## src/sv/lcdw_pkg.sv

```systemverilog
`default_nettype none
package lcdw_pkg;

  // Request actions.
  typedef enum logic [1:0] {
    ACT_CMD    = 2'd0,
    ACT_DATA   = 2'd1,
    ACT_CURSOR = 2'd2,
    ACT_INIT   = 2'd3
  } lcdw_action_t;

  // Configuration register indexes (byte address / 4).
  typedef enum logic [1:0] {
    REG_FUNCTION_SET = 2'd0,
    REG_ENTRY_MODE   = 2'd1,
    REG_DISPLAY_ON   = 2'd2,
    REG_UNUSED       = 2'd3
  } lcdw_reg_t;

  localparam int unsigned CFG_ADDR_W = 4;
  localparam int unsigned WAIT_W     = 15;

  localparam logic [WAIT_W-1:0] LONG_WAIT_US  = WAIT_W'(3000);
  localparam logic [WAIT_W-1:0] SHORT_WAIT_US = WAIT_W'(50);
  localparam logic [WAIT_W-1:0] POWER_WAIT_US = WAIT_W'(20000);
  localparam logic [WAIT_W-1:0] WAKE1_WAIT_US = WAIT_W'(5000);
  localparam logic [WAIT_W-1:0] WAKE_WAIT_US  = WAIT_W'(150);

  localparam logic [7:0] CMD_CLEAR       = 8'h01;
  localparam logic [7:0] CMD_HOME        = 8'h02;
  localparam logic [7:0] CMD_DISPLAY_OFF = 8'h08;
  localparam logic [7:0] CMD_SET_DDRAM   = 8'h80;

  localparam logic [7:0] FUNCTION_SET_RST = 8'h28;
  localparam logic [7:0] ENTRY_MODE_RST   = 8'h06;
  localparam logic [7:0] DISPLAY_ON_RST   = 8'h0C;

  typedef struct packed {
    logic [1:0] action;
    logic [7:0] byte_value;
    logic       row;
    logic [5:0] column;
  } in_req_t;

  typedef struct packed {
    logic              register_select;
    logic [3:0]        nibble;
    logic              strobe_res;
    logic [WAIT_W-1:0] wait_after_us;
    logic              last;
  } out_res_t;

  // Byte source of one transfer.
  typedef enum logic [2:0] {
    SRC_LIT  = 3'd0,
    SRC_REQ  = 3'd1,
    SRC_FS   = 3'd2,
    SRC_DOFF = 3'd3,
    SRC_CLR  = 3'd4,
    SRC_EM   = 3'd5,
    SRC_DON  = 3'd6
  } src_sel_t;

  // Wait that follows one transfer.
  typedef enum logic [2:0] {
    W_ZERO  = 3'd0,
    W_POWER = 3'd1,
    W_WAKE1 = 3'd2,
    W_WAKE  = 3'd3,
    W_SHORT = 3'd4,
    W_LONG  = 3'd5,
    W_BYTE  = 3'd6
  } wait_sel_t;

  // One microcode word. fin marks the last transfer of a request.
  typedef struct packed {
    src_sel_t   src;
    logic       hi;
    logic [3:0] lit;
    logic       strobe;
    wait_sel_t  wsel;
    logic       fin;
  } ucode_t;

  localparam int unsigned UC_DEPTH = 17;
  localparam int unsigned PC_W     = $clog2(UC_DEPTH);

  localparam logic [PC_W-1:0] UC_BYTE = PC_W'(0);
  localparam logic [PC_W-1:0] UC_INIT = PC_W'(2);

  function automatic ucode_t uc_word(input src_sel_t s, input logic h, input logic [3:0] l,
                                     input logic st, input wait_sel_t w, input logic f);
    ucode_t u;
    u.src    = s;
    u.hi     = h;
    u.lit    = l;
    u.strobe = st;
    u.wsel   = w;
    u.fin    = f;
    return u;
  endfunction

  // Program: one byte transfer at UC_BYTE, the power-up sequence at UC_INIT.
  function automatic ucode_t lcdw_ucode(input logic [PC_W-1:0] pc);
    ucode_t u;
    case (pc)
      5'd0:    u = uc_word(SRC_REQ,  1'b1, 4'h0, 1'b1, W_ZERO,  1'b0);
      5'd1:    u = uc_word(SRC_REQ,  1'b0, 4'h0, 1'b1, W_BYTE,  1'b1);
      5'd2:    u = uc_word(SRC_LIT,  1'b0, 4'h0, 1'b0, W_POWER, 1'b0);
      5'd3:    u = uc_word(SRC_LIT,  1'b0, 4'h3, 1'b1, W_WAKE1, 1'b0);
      5'd4:    u = uc_word(SRC_LIT,  1'b0, 4'h3, 1'b1, W_WAKE,  1'b0);
      5'd5:    u = uc_word(SRC_LIT,  1'b0, 4'h3, 1'b1, W_WAKE,  1'b0);
      5'd6:    u = uc_word(SRC_LIT,  1'b0, 4'h2, 1'b1, W_WAKE,  1'b0);
      5'd7:    u = uc_word(SRC_FS,   1'b1, 4'h0, 1'b1, W_ZERO,  1'b0);
      5'd8:    u = uc_word(SRC_FS,   1'b0, 4'h0, 1'b1, W_SHORT, 1'b0);
      5'd9:    u = uc_word(SRC_DOFF, 1'b1, 4'h0, 1'b1, W_ZERO,  1'b0);
      5'd10:   u = uc_word(SRC_DOFF, 1'b0, 4'h0, 1'b1, W_SHORT, 1'b0);
      5'd11:   u = uc_word(SRC_CLR,  1'b1, 4'h0, 1'b1, W_ZERO,  1'b0);
      5'd12:   u = uc_word(SRC_CLR,  1'b0, 4'h0, 1'b1, W_LONG,  1'b0);
      5'd13:   u = uc_word(SRC_EM,   1'b1, 4'h0, 1'b1, W_ZERO,  1'b0);
      5'd14:   u = uc_word(SRC_EM,   1'b0, 4'h0, 1'b1, W_SHORT, 1'b0);
      5'd15:   u = uc_word(SRC_DON,  1'b1, 4'h0, 1'b1, W_ZERO,  1'b0);
      5'd16:   u = uc_word(SRC_DON,  1'b0, 4'h0, 1'b1, W_SHORT, 1'b1);
      default: u = uc_word(SRC_LIT,  1'b0, 4'h0, 1'b0, W_ZERO,  1'b1);
    endcase
    return u;
  endfunction

endpackage
`default_nettype wire

```

## src/sv/lcdw_seq.sv

```systemverilog
`default_nettype none
module lcdw_seq
  import lcdw_pkg::*;
(
  input  wire logic   clk,
  input  wire logic   rst_n,
  input  wire logic   start,
  input  wire logic   start_init,
  input  wire logic   advance,
  output logic        busy,
  output ucode_t      uc
);

  logic            busy_r, busy_nxt;
  logic [PC_W-1:0] pc_r, pc_nxt;

  assign uc   = lcdw_ucode(pc_r);
  assign busy = busy_r;

  // The program counter steps once per emitted transfer; the word marked
  // fin ends the request and frees the input side.
  always_comb begin
    busy_nxt = busy_r;
    pc_nxt   = pc_r;
    if (start) begin
      busy_nxt = 1'b1;
      pc_nxt   = start_init ? UC_INIT : UC_BYTE;
    end else if (advance) begin
      if (uc.fin) begin
        busy_nxt = 1'b0;
      end else begin
        pc_nxt = pc_r + PC_W'(1);
      end
    end
  end

  always_ff @(posedge clk) begin
    if (!rst_n) begin
      busy_r <= 1'b0;
      pc_r   <= UC_BYTE;
    end else begin
      busy_r <= busy_nxt;
      pc_r   <= pc_nxt;
    end
  end

endmodule
`default_nettype wire

```

## src/sv/char_lcd_4bit_write_sequencer_unit.sv

```systemverilog
`default_nettype none
// Channel   Direction  Signals                                   Payload
// request   in         in_valid, in_ready, in_data               in_req_t
// result    out        out_valid, out_ready, out_data            out_res_t
// config    in/out     psel, penable, pwrite, paddr, pwdata,     three 8-bit words
//                      prdata, pready
//
// A request is taken when the unit is idle, then one result per cycle follows
// while the output is not stalled: two results for a command, data or cursor
// request and fifteen for init. The pace is set by the microcode program
// counter, which steps once per transfer. Reset is synchronous and active low
// and restores the register defaults. A stalled output holds the program
// counter in place.
module char_lcd_4bit_write_sequencer_unit
  import lcdw_pkg::*;
(
  input  wire logic                  clk,
  input  wire logic                  rst_n,
  input  wire logic                  in_valid,
  output logic                       in_ready,
  input  wire in_req_t               in_data,
  output logic                       out_valid,
  input  wire logic                  out_ready,
  output out_res_t                   out_data,
  input  wire logic                  psel,
  input  wire logic                  penable,
  input  wire logic                  pwrite,
  input  wire logic [CFG_ADDR_W-1:0] paddr,
  input  wire logic [31:0]           pwdata,
  output logic [31:0]                prdata,
  output logic                       pready
);

  // Configuration registers, written by the access phase of an APB write.
  logic [7:0] fs_word_r, em_word_r, don_word_r;
  lcdw_reg_t  reg_idx;
  logic       cfg_wr;

  assign pready  = 1'b1;
  assign reg_idx = lcdw_reg_t'(paddr[CFG_ADDR_W-1:2]);
  assign cfg_wr  = psel & penable & pwrite & pready;

  always_ff @(posedge clk) begin
    if (!rst_n) begin
      fs_word_r  <= FUNCTION_SET_RST;
      em_word_r  <= ENTRY_MODE_RST;
      don_word_r <= DISPLAY_ON_RST;
    end else if (cfg_wr) begin
      case (reg_idx)
        REG_FUNCTION_SET: fs_word_r  <= pwdata[7:0];
        REG_ENTRY_MODE:   em_word_r  <= pwdata[7:0];
        REG_DISPLAY_ON:   don_word_r <= pwdata[7:0];
        default:          ;
      endcase
    end
  end

  always_comb begin
    case (reg_idx)
      REG_FUNCTION_SET: prdata = {24'd0, fs_word_r};
      REG_ENTRY_MODE:   prdata = {24'd0, em_word_r};
      REG_DISPLAY_ON:   prdata = {24'd0, don_word_r};
      default:          prdata = 32'd0;
    endcase
  end

  // Request capture. A cursor move is folded into a set-DDRAM-address
  // command here, so the byte program serves commands, data and cursor moves.
  logic       busy, in_fire, advance;
  logic [7:0] byte_r, byte_nxt, cursor_cmd;
  logic       rs_r, rs_nxt;
  ucode_t     uc;

  assign in_ready   = ~busy;
  assign in_fire    = in_valid & in_ready;
  assign cursor_cmd = (CMD_SET_DDRAM | {1'b0, in_data.row, 6'd0}) + {2'd0, in_data.column};

  always_comb begin
    byte_nxt = byte_r;
    rs_nxt   = rs_r;
    if (in_fire) begin
      byte_nxt = (lcdw_action_t'(in_data.action) == ACT_CURSOR) ? cursor_cmd
                                                               : in_data.byte_value;
      rs_nxt   = (lcdw_action_t'(in_data.action) == ACT_DATA);
    end
  end

  always_ff @(posedge clk) begin
    byte_r <= byte_nxt;
    rs_r   <= rs_nxt;
  end

  logic     out_valid_r, out_valid_nxt;
  out_res_t out_data_r, out_data_nxt;

  // A new transfer is produced whenever the output register is empty or
  // being emptied in this cycle.
  assign advance = busy & (~out_valid_r | out_ready);

  lcdw_seq u_seq (
    .clk        (clk),
    .rst_n      (rst_n),
    .start      (in_fire),
    .start_init (lcdw_action_t'(in_data.action) == ACT_INIT),
    .advance    (advance),
    .busy       (busy),
    .uc         (uc)
  );

  // Datapath driven by the current control word.
  logic [7:0]        src_byte;
  logic [WAIT_W-1:0] wait_val;
  out_res_t          res;

  always_comb begin
    case (uc.src)
      SRC_REQ:  src_byte = byte_r;
      SRC_FS:   src_byte = fs_word_r;
      SRC_DOFF: src_byte = CMD_DISPLAY_OFF;
      SRC_CLR:  src_byte = CMD_CLEAR;
      SRC_EM:   src_byte = em_word_r;
      SRC_DON:  src_byte = don_word_r;
      default:  src_byte = 8'd0;
    endcase
  end

  always_comb begin
    case (uc.wsel)
      W_POWER: wait_val = POWER_WAIT_US;
      W_WAKE1: wait_val = WAKE1_WAIT_US;
      W_WAKE:  wait_val = WAKE_WAIT_US;
      W_SHORT: wait_val = SHORT_WAIT_US;
      W_LONG:  wait_val = LONG_WAIT_US;
      W_BYTE: begin
        // Clear and return-home need the long wait; data never does.
        if (!rs_r && (byte_r == CMD_CLEAR || byte_r == CMD_HOME)) begin
          wait_val = LONG_WAIT_US;
        end else begin
          wait_val = SHORT_WAIT_US;
        end
      end
      default: wait_val = '0;
    endcase
  end

  always_comb begin
    res.register_select = (uc.src == SRC_REQ) ? rs_r : 1'b0;
    if (uc.src == SRC_LIT) begin
      res.nibble = uc.lit;
    end else begin
      res.nibble = uc.hi ? src_byte[7:4] : src_byte[3:0];
    end
    res.strobe_res    = uc.strobe;
    res.wait_after_us = wait_val;
    res.last          = uc.fin;
  end

  // Output register: separates the program from a stalled consumer.
  always_comb begin
    out_valid_nxt = out_valid_r;
    out_data_nxt  = out_data_r;
    if (advance) begin
      out_valid_nxt = 1'b1;
      out_data_nxt  = res;
    end else if (out_ready) begin
      out_valid_nxt = 1'b0;
    end
  end

  always_ff @(posedge clk) begin
    if (!rst_n) begin
      out_valid_r <= 1'b0;
    end else begin
      out_valid_r <= out_valid_nxt;
    end
    out_data_r <= out_data_nxt;
  end

  assign out_valid = out_valid_r;
  assign out_data  = out_data_r;

endmodule
`default_nettype wire
```

## config.mk

```make
export PLATFORM = sky130hd
export DESIGN_NAME = char_lcd_4bit_write_sequencer_unit
export DESIGN_NICKNAME = d
export VERILOG_FILES = /design/src/sv/lcdw_pkg.sv /design/src/sv/lcdw_seq.sv /design/src/sv/char_lcd_4bit_write_sequencer_unit.sv
export SDC_FILE = /design/constraint.sdc
export NUM_CORES = 1
export LEC_CHECK = 0
export BUFFER_PORTS_ARGS = -buffer_cell sky130_fd_sc_hd__clkbuf_2
export CORE_MARGIN = 4
export CORE_UTILIZATION = 45
export DETAILED_ROUTE_END_ITERATION = 10
export PLACE_DENSITY = 0.8
export SLEW_MARGIN = 25
export SYNTH_ARGS = -nofsm -noshare
export SYNTH_HDL_FRONTEND = slang
export SYNTH_SLANG_ARGS = --single-unit
```

## constraint.sdc

```tcl
create_clock -name clk -period 2.4 [get_ports clk]
set_input_delay 0.12 -clock clk [delete_from_list [all_inputs] [get_ports clk]]
set_output_delay 0.12 -clock clk [all_outputs]
set_load 0.1 [all_outputs]
```

==> results of run 1 <==
-- registers in the layout (all words and copies together) (netlist names) --
name and cells:
out_data 17, u_seq.uc 11, byte_r 8, don_word_r 8
em_word_r 8, fs_word_r 8, u_seq.pc_r 5, out_valid 1
rs_r 1, u_seq.busy 1
-- critical path, stage by stage (launching register included) --
cell	delay, ps
dfxtp_1	390
ha_1	240
and2_2	180
o311a_4	400
ha_1	240
nor2_1	90
nand2_1	60
o31ai_1	80
a21oi_2	120
a2111oi_2	360
-- final cells by class --
type	instances	area (sq um)
fillers	748	3870
multi-input cells	292	1900
flip-flops and latches	68	1620
repair buffers	74	400
clock buffers	11	131
well taps	105	131
clock inverters	5	76.3
inverters	11	46.3
-- cells by family (layout without fill, tap and decap cells) --
kind of cell	count (synthesis)	count (layout)	synth area share
AO/OA/AOI/OAI	87	87	0.152
XOR/XNOR	4	4	0.00931
adder cells (fa/ha/maj)	3	3	0.00998
buffers and inverters	60	101	0.0925
flip-flops	68	68	0.431
multiplexers	47	47	0.135
other	2	28	0.00200
AND/OR/NAND/NOR	123	123	0.168
-- synth_stat cells, types with 4 or more instances --
library cell	number
buf_2	6
nand2_1	41
o21ai_0	27
nand3_1	18
nor2_1	24
nor2b_1	4
buf_4	30
mux2i_1	35
nand2b_1	5
or3_1	5
mux2_2	10
dfxtp_1	42
nor3_1	5
clkbuf_1	11
a21oi_1	23
o22ai_1	5
edfxtp_1	26
inv_1	8
-- power by group --
part           switching (W)  total, W  internal, W
clock network       0.000417  0.000997     0.000581
logic               0.000667  0.000843     0.000175
registers          0.0000522   0.00133      0.00128
total                0.00114   0.00317      0.00203
-- stage by stage --
step | setup slack, ps | utilization
floorplan | -43.7 | -
global placement | 194 | 0.501
detailed placement | 144 | 0.501
CTS | 106 | 0.526
global route | 7.17 | 0.527
finish | 139 | 0.527
-- worst max path at each step --
stage | from | end | slack (ps)
after global routing | u_seq.pc_r[1] | u_seq.uc[6] | 7
after CTS | u_seq.pc_r[1] | u_seq.uc[6] | 110
after global placement | u_seq.pc_r[1] | u_seq.uc[6] | 190
after floorplan | paddr[2] | prdata[2] | -40
final | u_seq.pc_r[1] | u_seq.uc[6] | 140
after detailed placement | u_seq.busy | u_seq.uc[6] | 140
-- metal layers --
layer / GRT usage / up-vias / share of wire / wire (um)
li1: - / 1483 / - / -
met1: 0.233 / 1444 / 0.42 / 3590
met2: 0.272 / 162 / 0.47 / 4010
met3: 0.0344 / 32 / 0.087 / 744
met4: 0.0641 / 0 / 0.022 / 189
met5: 0 / - / 0 / 0
==> impl_results.md, run 1 <==
- Yosys warning total: 0
- Asr flop ratio synth: 0
- Sequential share of the synthesized area: 0.431
- CORE AREA: 8180 sq um
- Clock transition at path regs: approximately 80 ps
- Die width: around 99 um
- Final Max Tran Viols: 0
- IO buf count: 62
- Post-Layout Cell Count: 566
- Area grow syn2layout: 14.5%
- Via/cell ratio: 5.51
- Via count of the first global-routing pass: 2881
- First-pass GRT wire length: about 14000 um
- #FFs+latches synth: 68
- Commonest cells after routing, fill and taps aside: clkbuf_2 (62), nand2_1 (41), dfxtp_1 (41)
- Drc violations: 0
- R2R setup slack: around 140 ps
- Hold Path Depth: 3
- Longest Clk Path Bufs: 2
- Period utilisation layout: 0.942
- Crit path DAT: 2500 ps
- CP Capture Type: register
- Clock root cell: clkbuf_8
- Setup Skew: 9.03 ps
- Routed WL: 8540 um
- Mean Syn Cell Area: 9.55 sq um
- Slew headroom: 0.521
- Final hold slack: ~32 ps
- Yosys top cell area share: 0.223
- Htree depth: 3
- Routability cong.: roughly 0.90
- Initial Util: 0.460
- Max Fclk: 0.442 GHz
- Row count: 33
- Synth Flop Type: dfxtp_1
- Worst Hold Class: in2reg
- R2r endpoint: u_seq.uc[6]
- Final min period: 2260 ps
- Share of cells above drive strength 1: 0.278
- Latest clock arrival within the worst-skew pair: 340 ps
- Final setup vio count: 0
- Largest cells by area after synthesis: dfxtp_1 (22%), edfxtp_1 (21%), mux2i_1 (9.3%), buf_4 (6.0%), nand2_1 (4.1%)
- Post-DR wirelength/cell: 15.1 um
- Setup Buffers After CTS: 0
- Peak supply drop: 0.335 mV
- Die height: 99.4 um
- Dpl hpwl: 6240 um
- CTS tree: yes
- Most common cell after layout, fill and taps aside: clkbuf_2
- RSZ-0062 raised after global routing: false
- TritonRoute pass-1 iters: 7
- Initial antenna violation count: 0
- P per Cell Area: ~740 nW/um^2
- Count of cell types in the netlist: 64
- Largest net degree at the start of global routing: 19
- Die Area: a little under 10000 sq um
- DRT antenna net count: 0
- Resize count post-CTS: 0
- Synth area leader: dfxtp_1
- Vias: 3121
- Gr usage total: 0.172
- Hold_buf cts: 0
- Leakage power figure: approximately 1.7 nW
- Hold path startpoint: pwdata[2]
- Pwr Total: between 0.003 and 0.004 W
- Global route total overflow: 0
- Num Clock Sinks: 68
- Worst setup SP type: register
- Post-DP Area: roughly 4000 sq um
- Setup TNS: 0 ps
- Worst hold endpoint: don_word_r[2]
- Fin. Hold Viols: 0
- Nets: 519
- # diodes: 0
- Post-route cell area: 4310 sq um
- Critical-path maximum fanout: 7
- CP Data Required Time: 2640 ps
- TritonCTS Buffers: 9
- 1st-iter DRT viols: between 400 and 500
- Cell total after placement: 550
- Worst setup path class: reg2reg
- Slew @ Worst Pin: a little over 700 ps
- FF-to-FF Start: u_seq.pc_r[1]
- Netlist Area Pre-Place: ~3800 sq um
- Top Ports: 117
- Outcome: complete, no violations
- Max Cap Viol: 0
- Mapped Cells: between 300 and 400
- Worst Reg-to-Reg Cells: 9
- Number of flops mapped to enable cells by yosys: 26
Note: power is estimated with default switching activity, not from simulation.
==> run 2, diff against run 1 <==
Settings changed: PLACE_DENSITY 0.8 to 0.82, RECOVER_POWER set to 25.
Clock period 2.4 ns to 1.9 ns, I/O delays scaled along.
==> run 2 against run 1 <==
Against the previous run: critical endpoint is now u_seq.uc[2]; the run now ends with setup timing left; die area is the same; first-iteration DRC count shrank 19%; global-route usage grew 1.4 points; register-to-register slack lost 270 ps; via count grew 5.8%.
==> impl_results.md, run 2 (synthesis results as in run 1) <==
- Setup crit end: u_seq.uc[2]
- Row count: 33 (unchanged)
- # diodes: 0 (unchanged)
- 1st-iter DRT viols: 342 (-19%)
- Global route total overflow: 0 (unchanged)
- Initial Util: 0.460 (unchanged)
- Latest clock arrival within the worst-skew pair: 330 ps (about the same)
- Origin of the worst setup path: out_valid
- Max Fclk: 0.493 GHz (+12%)
- Slew headroom: 0.511 (-0.00978)
- Outcome: finished, violations left
- P per Cell Area: 809 nW/um^2 (+10%)
- Die height: 99.4 um (unchanged)
- Final hold slack: 21.7 ps (-10.6 ps)
- Fin. Hold Viols: 0 (unchanged)
- Dpl hpwl: 6890 um (+11%)
- Die width: 99.4 um (unchanged)
- R2r endpoint: u_seq.uc[2]
- Routability cong.: 0.899 (-0.29%)
- Slew @ Worst Pin: 734 ps (+16.1 ps)
- Peak supply drop: 0.348 mV (+4.0%)
- Gr usage total: 0.186 (+0.0143)
- Longest Clk Path Bufs: 2 (unchanged)
- Setup TNS: -268 ps (-268 ps)
- Initial antenna violation count: 0 (unchanged)
- Crit path DAT: 2240 ps (-260 ps)
- Top Ports: 117 (unchanged)
- Htree depth: 3 (unchanged)
- Delay-heaviest family, CP: compound AO/OA/AOI/OAI gates
- Final setup vio count: 3 (+3)
- Hold Path Depth: 3 (unchanged)
- Violated checks: setup timing
- Period utilisation layout: 1.07 (+0.125)
- Worst Reg-to-Reg Cells: 9 (unchanged)
- IO buf count: 62 (unchanged)
- CORE AREA: 8180 sq um (unchanged)
- Fillers: 696 (-7.0%)
- Final worst slack: -127 ps (-266 ps)
- Drc violations: 0 (unchanged)
- Setup Skew: 10.0 ps (+1.01 ps)
- Worst path max stage delay: 400 ps (about the same)
- RSZ-0062 raised after global routing: true
- Worst path bufs/invs: 0 (unchanged)
- Final Max Tran Viols: 0 (unchanged)
- CP Capture Type: register
- Max FFs per register: 17 (unchanged)
- Cell total after placement: 575 (+4.5%)
- Post-Layout Cell Count: 596 (+5.3%)
- R2R setup slack: -130 ps (-270 ps)
- Crit. path cell count: 9 (unchanged)
- DRT antenna net count: 0 (unchanged)
- Clock root cell: clkbuf_8
- FF-to-FF Start: out_valid
- Commonest cells after routing, fill and taps aside: clkbuf_2 (51), nand2_1 (41), dfxtp_1 (38)
- Clock transition at path regs: 70 ps (about the same)
- Routed WL: 9260 um (+8.4%)
- Share of cells above drive strength 1: 0.360 (+0.0828)
- Critical-path maximum fanout: 4 (-3)
- Worst setup path class: reg2reg
- Worst Hold Class: in2reg
- Num Clock Sinks: 68 (unchanged)
- CTS tree: yes
- First-pass GRT wire length: 14900 um (+8.9%)
- Largest net degree at the start of global routing: 19 (unchanged)
- Leakage power figure: 1.85 nW (+10%)
- Nets: 549 (+5.8%)
- Vias: 3302 (+5.8%)
- Worst setup SP type: register
- Area grow syn2layout: 27.0%
- CP Data Required Time: 2110 ps (-530 ps)
- Most common cell after layout, fill and taps aside: clkbuf_2
- Via/cell ratio: 5.54 (+0.47%)
- Die Area: 9890 sq um (unchanged)
- Via count of the first global-routing pass: 3131 (+8.7%)
- Post-DR wirelength/cell: 15.5 um (+3.0%)
- Crit-path cells: nor2b_4 -> or3_4 -> a21oi_4 -> ha_4 -> nand2_1 -> o211ai_1 -> o41ai_2 -> a21oi_2 -> a211oi_1
- TritonCTS Buffers: 9 (unchanged)
- Post-route cell area: 4780 sq um (+11%)
- TritonRoute pass-1 iters: 5 (-2)
- Max Cap Viol: 0 (unchanged)
- Final min period: 2030 ps (-234 ps)
- Post-DP Area: 4480 sq um (+9.4%)
- Highest-delay cell along the critical path: or3_4
-- run 2: area by class of cell --
| cell class | count | area [sq um] | share of cell area |
|---|---|---|---|
| clock buffers | 13 | 139 | 0.0291 |
| clock inverters | 3 | 15.0 | 0.00314 |
| inverters | 11 | 46.3 | 0.00969 |
| multi-input cells | 292 | 2060 | 0.432 |
| flip-flops and latches | 68 | 1630 | 0.341 |
| well taps | 105 | 131 | 0.0275 |
| repair buffers | 104 | 756 | 0.158 |
-- run 2: how the worst min path moves through the flow --
stage	startpoint	endpoint	slack [ps]
floorplan	pwdata[2]	don_word_r[2]	220
global placement	pwdata[3]	don_word_r[3]	350
detailed placement	in_data[14]	byte_r[7]	360
CTS	in_data[14]	byte_r[7]	10
global route	pwdata[4]	em_word_r[4]	30
finish	pwdata[3]	fs_word_r[3]	20
-- run 2: stage by stage --
step | power, W | setup WS, ps | util
floorplan | 0.00265 | -258 | -
global placement | 0.00284 | -158 | 0.548
detailed placement | 0.00287 | -265 | 0.548
CTS | 0.00386 | -61.8 | 0.580
global route | 0.00402 | -277 | 0.585
finish | 0.00387 | -127 | 0.585
-- run 2: tightest hold or removal path, stage by stage --
cell,delay (ps)
clkbuf_2,110
mux2i_1,70
nand2_1,60
-- run 2: repair_timing --
item | CTS | global route
resized for setup | 17 | 12
setup buffers | 4 | 1
endpoints found under the setup margin | 10 | 11
hold buffers | 0 | 0
hold endpoints to repair | 0 | 0
pin swaps | 11 | 2
-- run 2: where the power goes --
group          switching, W  internal (W)  total (W)
combinational      0.000895      0.000322    0.00122
sequential        0.0000656       0.00161    0.00168
clock              0.000501      0.000469   0.000970
-- run 2: metal layers --
layer | part of all wire | GRT usage | vias to the layer above
li1 | - | - | 1552
met1 | 0.40 | 0.242 | 1528
met2 | 0.48 | 0.304 | 192
met3 | 0.085 | 0.0358 | 30
met4 | 0.028 | 0.0767 | 0
met5 | 0 | 0 | -
==> run 3, diff against run 2 <==
Clock period 1.9 ns to 1.8 ns, I/O delays scaled along.
==> run 3 against run 2 <==
Against the previous run: first-iteration DRC count is 14% lower; routed wire length is 3.2% higher; register-to-register slack worse by 140 ps; the run still ends with setup timing left; core utilization is 4.1 points higher; sequential share of layout area is 2.2 points lower; global-route usage is 0.55 points higher; combinational power is 9.8% higher; total power is 16% higher.
==> impl_results.md, run 3 (synthesis results as in run 1) <==
- Outcome: finished, violations left
- Violated checks: setup timing
- Via/cell ratio: 5.37 (-3.1%)
- Vias: 3328 (+0.79%)
- Routability cong.: 0.901 (+0.20%)
- Pwr Total: 0.00447 W (+16%)
- IO buf count: 62 (unchanged)
- 1st-iter DRT viols: 293 (-14%)
- TritonRoute pass-1 iters: 5 (unchanged)
- Share of cells above drive strength 1: 0.416 (+0.0550)
- Final setup vio count: 13 (+10)
- Num Clock Sinks: 68 (unchanged)
- Final min period: 2070 ps (+40.8 ps)
- Worst Hold Class: in2reg
- Clock root cell: clkbuf_8
- First-pass GRT wire length: 15200 um (+1.5%)
- Slew @ Worst Pin: 570 ps (-164 ps)
- DRT antenna net count: 0 (unchanged)
- Leakage power figure: 2.03 nW (+9.8%)
- Worst setup SP type: register
- # diodes: 0 (unchanged)
- Most common cell after layout, fill and taps aside: buf_4
- Post-DR wirelength/cell: 15.4 um (-0.76%)
- Max Cap Viol: 0 (unchanged)
- Commonest cells after routing, fill and taps aside: buf_4 (55), clkbuf_2 (53), nand2_1 (40)
- Place WS: -365 ps (-99.5 ps)
- Crit path DAT: 2340 ps (+100 ps)
- P per Cell Area: 873 nW/um^2 (+8.0%)
- Latest clock arrival within the worst-skew pair: 350 ps (+20 ps)
- Initial antenna violation count: 0 (unchanged)
- Gr usage total: 0.192 (+0.00545)
- Max FFs per register: 17 (unchanged)
- Global route total overflow: 0 (unchanged)
- Setup Skew: 10.2 ps (+0.206 ps)
- RSZ-0062 raised after global routing: true
- Multi-input gate area: 2110 sq um (+2.1%)
- Htree depth: 3 (unchanged)
- Routed WL: 9560 um (+3.2%)
- Drc violations: 0 (unchanged)
- Via count of the first global-routing pass: 3101 (-0.96%)
- Initial Util: 0.460 (unchanged)
- Area grow syn2layout: 35.9%
- CP Data Required Time: 2070 ps (-40 ps)
- CP Capture Type: register
- Longest Clk Path Bufs: 2 (unchanged)
- Clock transition at path regs: 80 ps (about the same)
- FF/Latch Area: 1630 sq um (+0.23%)
- Nets: 573 (+4.4%)
- Fin. Hold Viols: 0 (unchanged)
- Final Max Tran Viols: 0 (unchanged)
- CTS tree: yes
- Final worst slack: -268 ps (-141 ps)
- Dpl hpwl: 6830 um (-0.87%)
- CORE AREA: 8180 sq um (unchanged)
- Top Ports: 117 (unchanged)
- Fillers: 659 (-5.3%)
- Setup TNS: -2130 ps (-1860 ps)
- Worst setup path class: reg2reg
- Max Fclk: 0.484 GHz (-2.0%)
- Largest net degree at the start of global routing: 19 (unchanged)
- Die width: 99.4 um (unchanged)
- Die height: 99.4 um (unchanged)
- Period utilisation layout: 1.15 (+0.0819)
- Row count: 33 (unchanged)
- Peak supply drop: 0.407 mV (+17%)
- TritonCTS Buffers: 9 (unchanged)
- Slew headroom: 0.619 (+0.109)
- Die Area: 9890 sq um (unchanged)
- Critical-path maximum fanout: 3 (-1)
-- run 3: stage by stage --
stage,cell area [sq um],util,cells,hold WS [ps]
3_5_place_dp,4590,0.561,587,347
3_3_place_gp,4590,0.561,587,342
6_report,5110,0.626,620,20.1
2_1_floorplan,3940,-,420,218
5_1_grt,5110,0.626,620,20.3
4_1_cts,4980,0.609,615,5.60
-- run 3: worst max-delay path, cell delays in order, from the launching register on --
cell and delay, ps:
dfxtp_2 340, ha_4 220, and2_4 140, o311a_4 380
buf_4 150, buf_6 110, buf_4 140, or3_4 370
a21oi_2 140
-- run 3: area by class of cell --
cell class / instances / area share
clock buffers: 9 / 0.0242
clock inverters: 7 / 0.0179
inverters: 11 / 0.0100
multi-input cells: 292 / 0.412
flip-flops and latches: 68 / 0.319
well taps: 105 / 0.0257
repair buffers: 128 / 0.191
-- run 3: per-layer routing --
layer / share of wire / global-route usage
met1: 0.43 / 0.248
met4: 0.018 / 0.0746
met3: 0.065 / 0.0456
met5: 0 / 0
met2: 0.49 / 0.310
-- run 3: path summary, 6_finish.rpt --
kind | startpoint | end | slack [ps] | cells past startpoint
worst min register to register | u_seq.uc[4] | out_data[16] | 430 | 0
worst max-delay path | u_seq.pc_r[0] | u_seq.uc[10] | -270 | 8
worst min-delay path | pwdata[1] | don_word_r[1] | 20 | 3
worst max register to register | u_seq.pc_r[0] | u_seq.uc[10] | -270 | 8
-- run 3: timing repair --
action | CTS | global route
buffers inserted | 7 | 5
resized for setup | 16 | 26
hold buffers | 5 | 0
hold endpoints to repair | 7 | 0
setup endpoints to repair | 11 | 18
pin swaps | 19 | 13
-- run 3: power breakdown --
| part | switching, W | total [W] | internal, W |
|---|---|---|---|
| registers | 0.0000673 | 0.00177 | 0.00170 |
| logic | 0.000958 | 0.00134 | 0.000378 |
| clock network | 0.000589 | 0.00136 | 0.000771 |
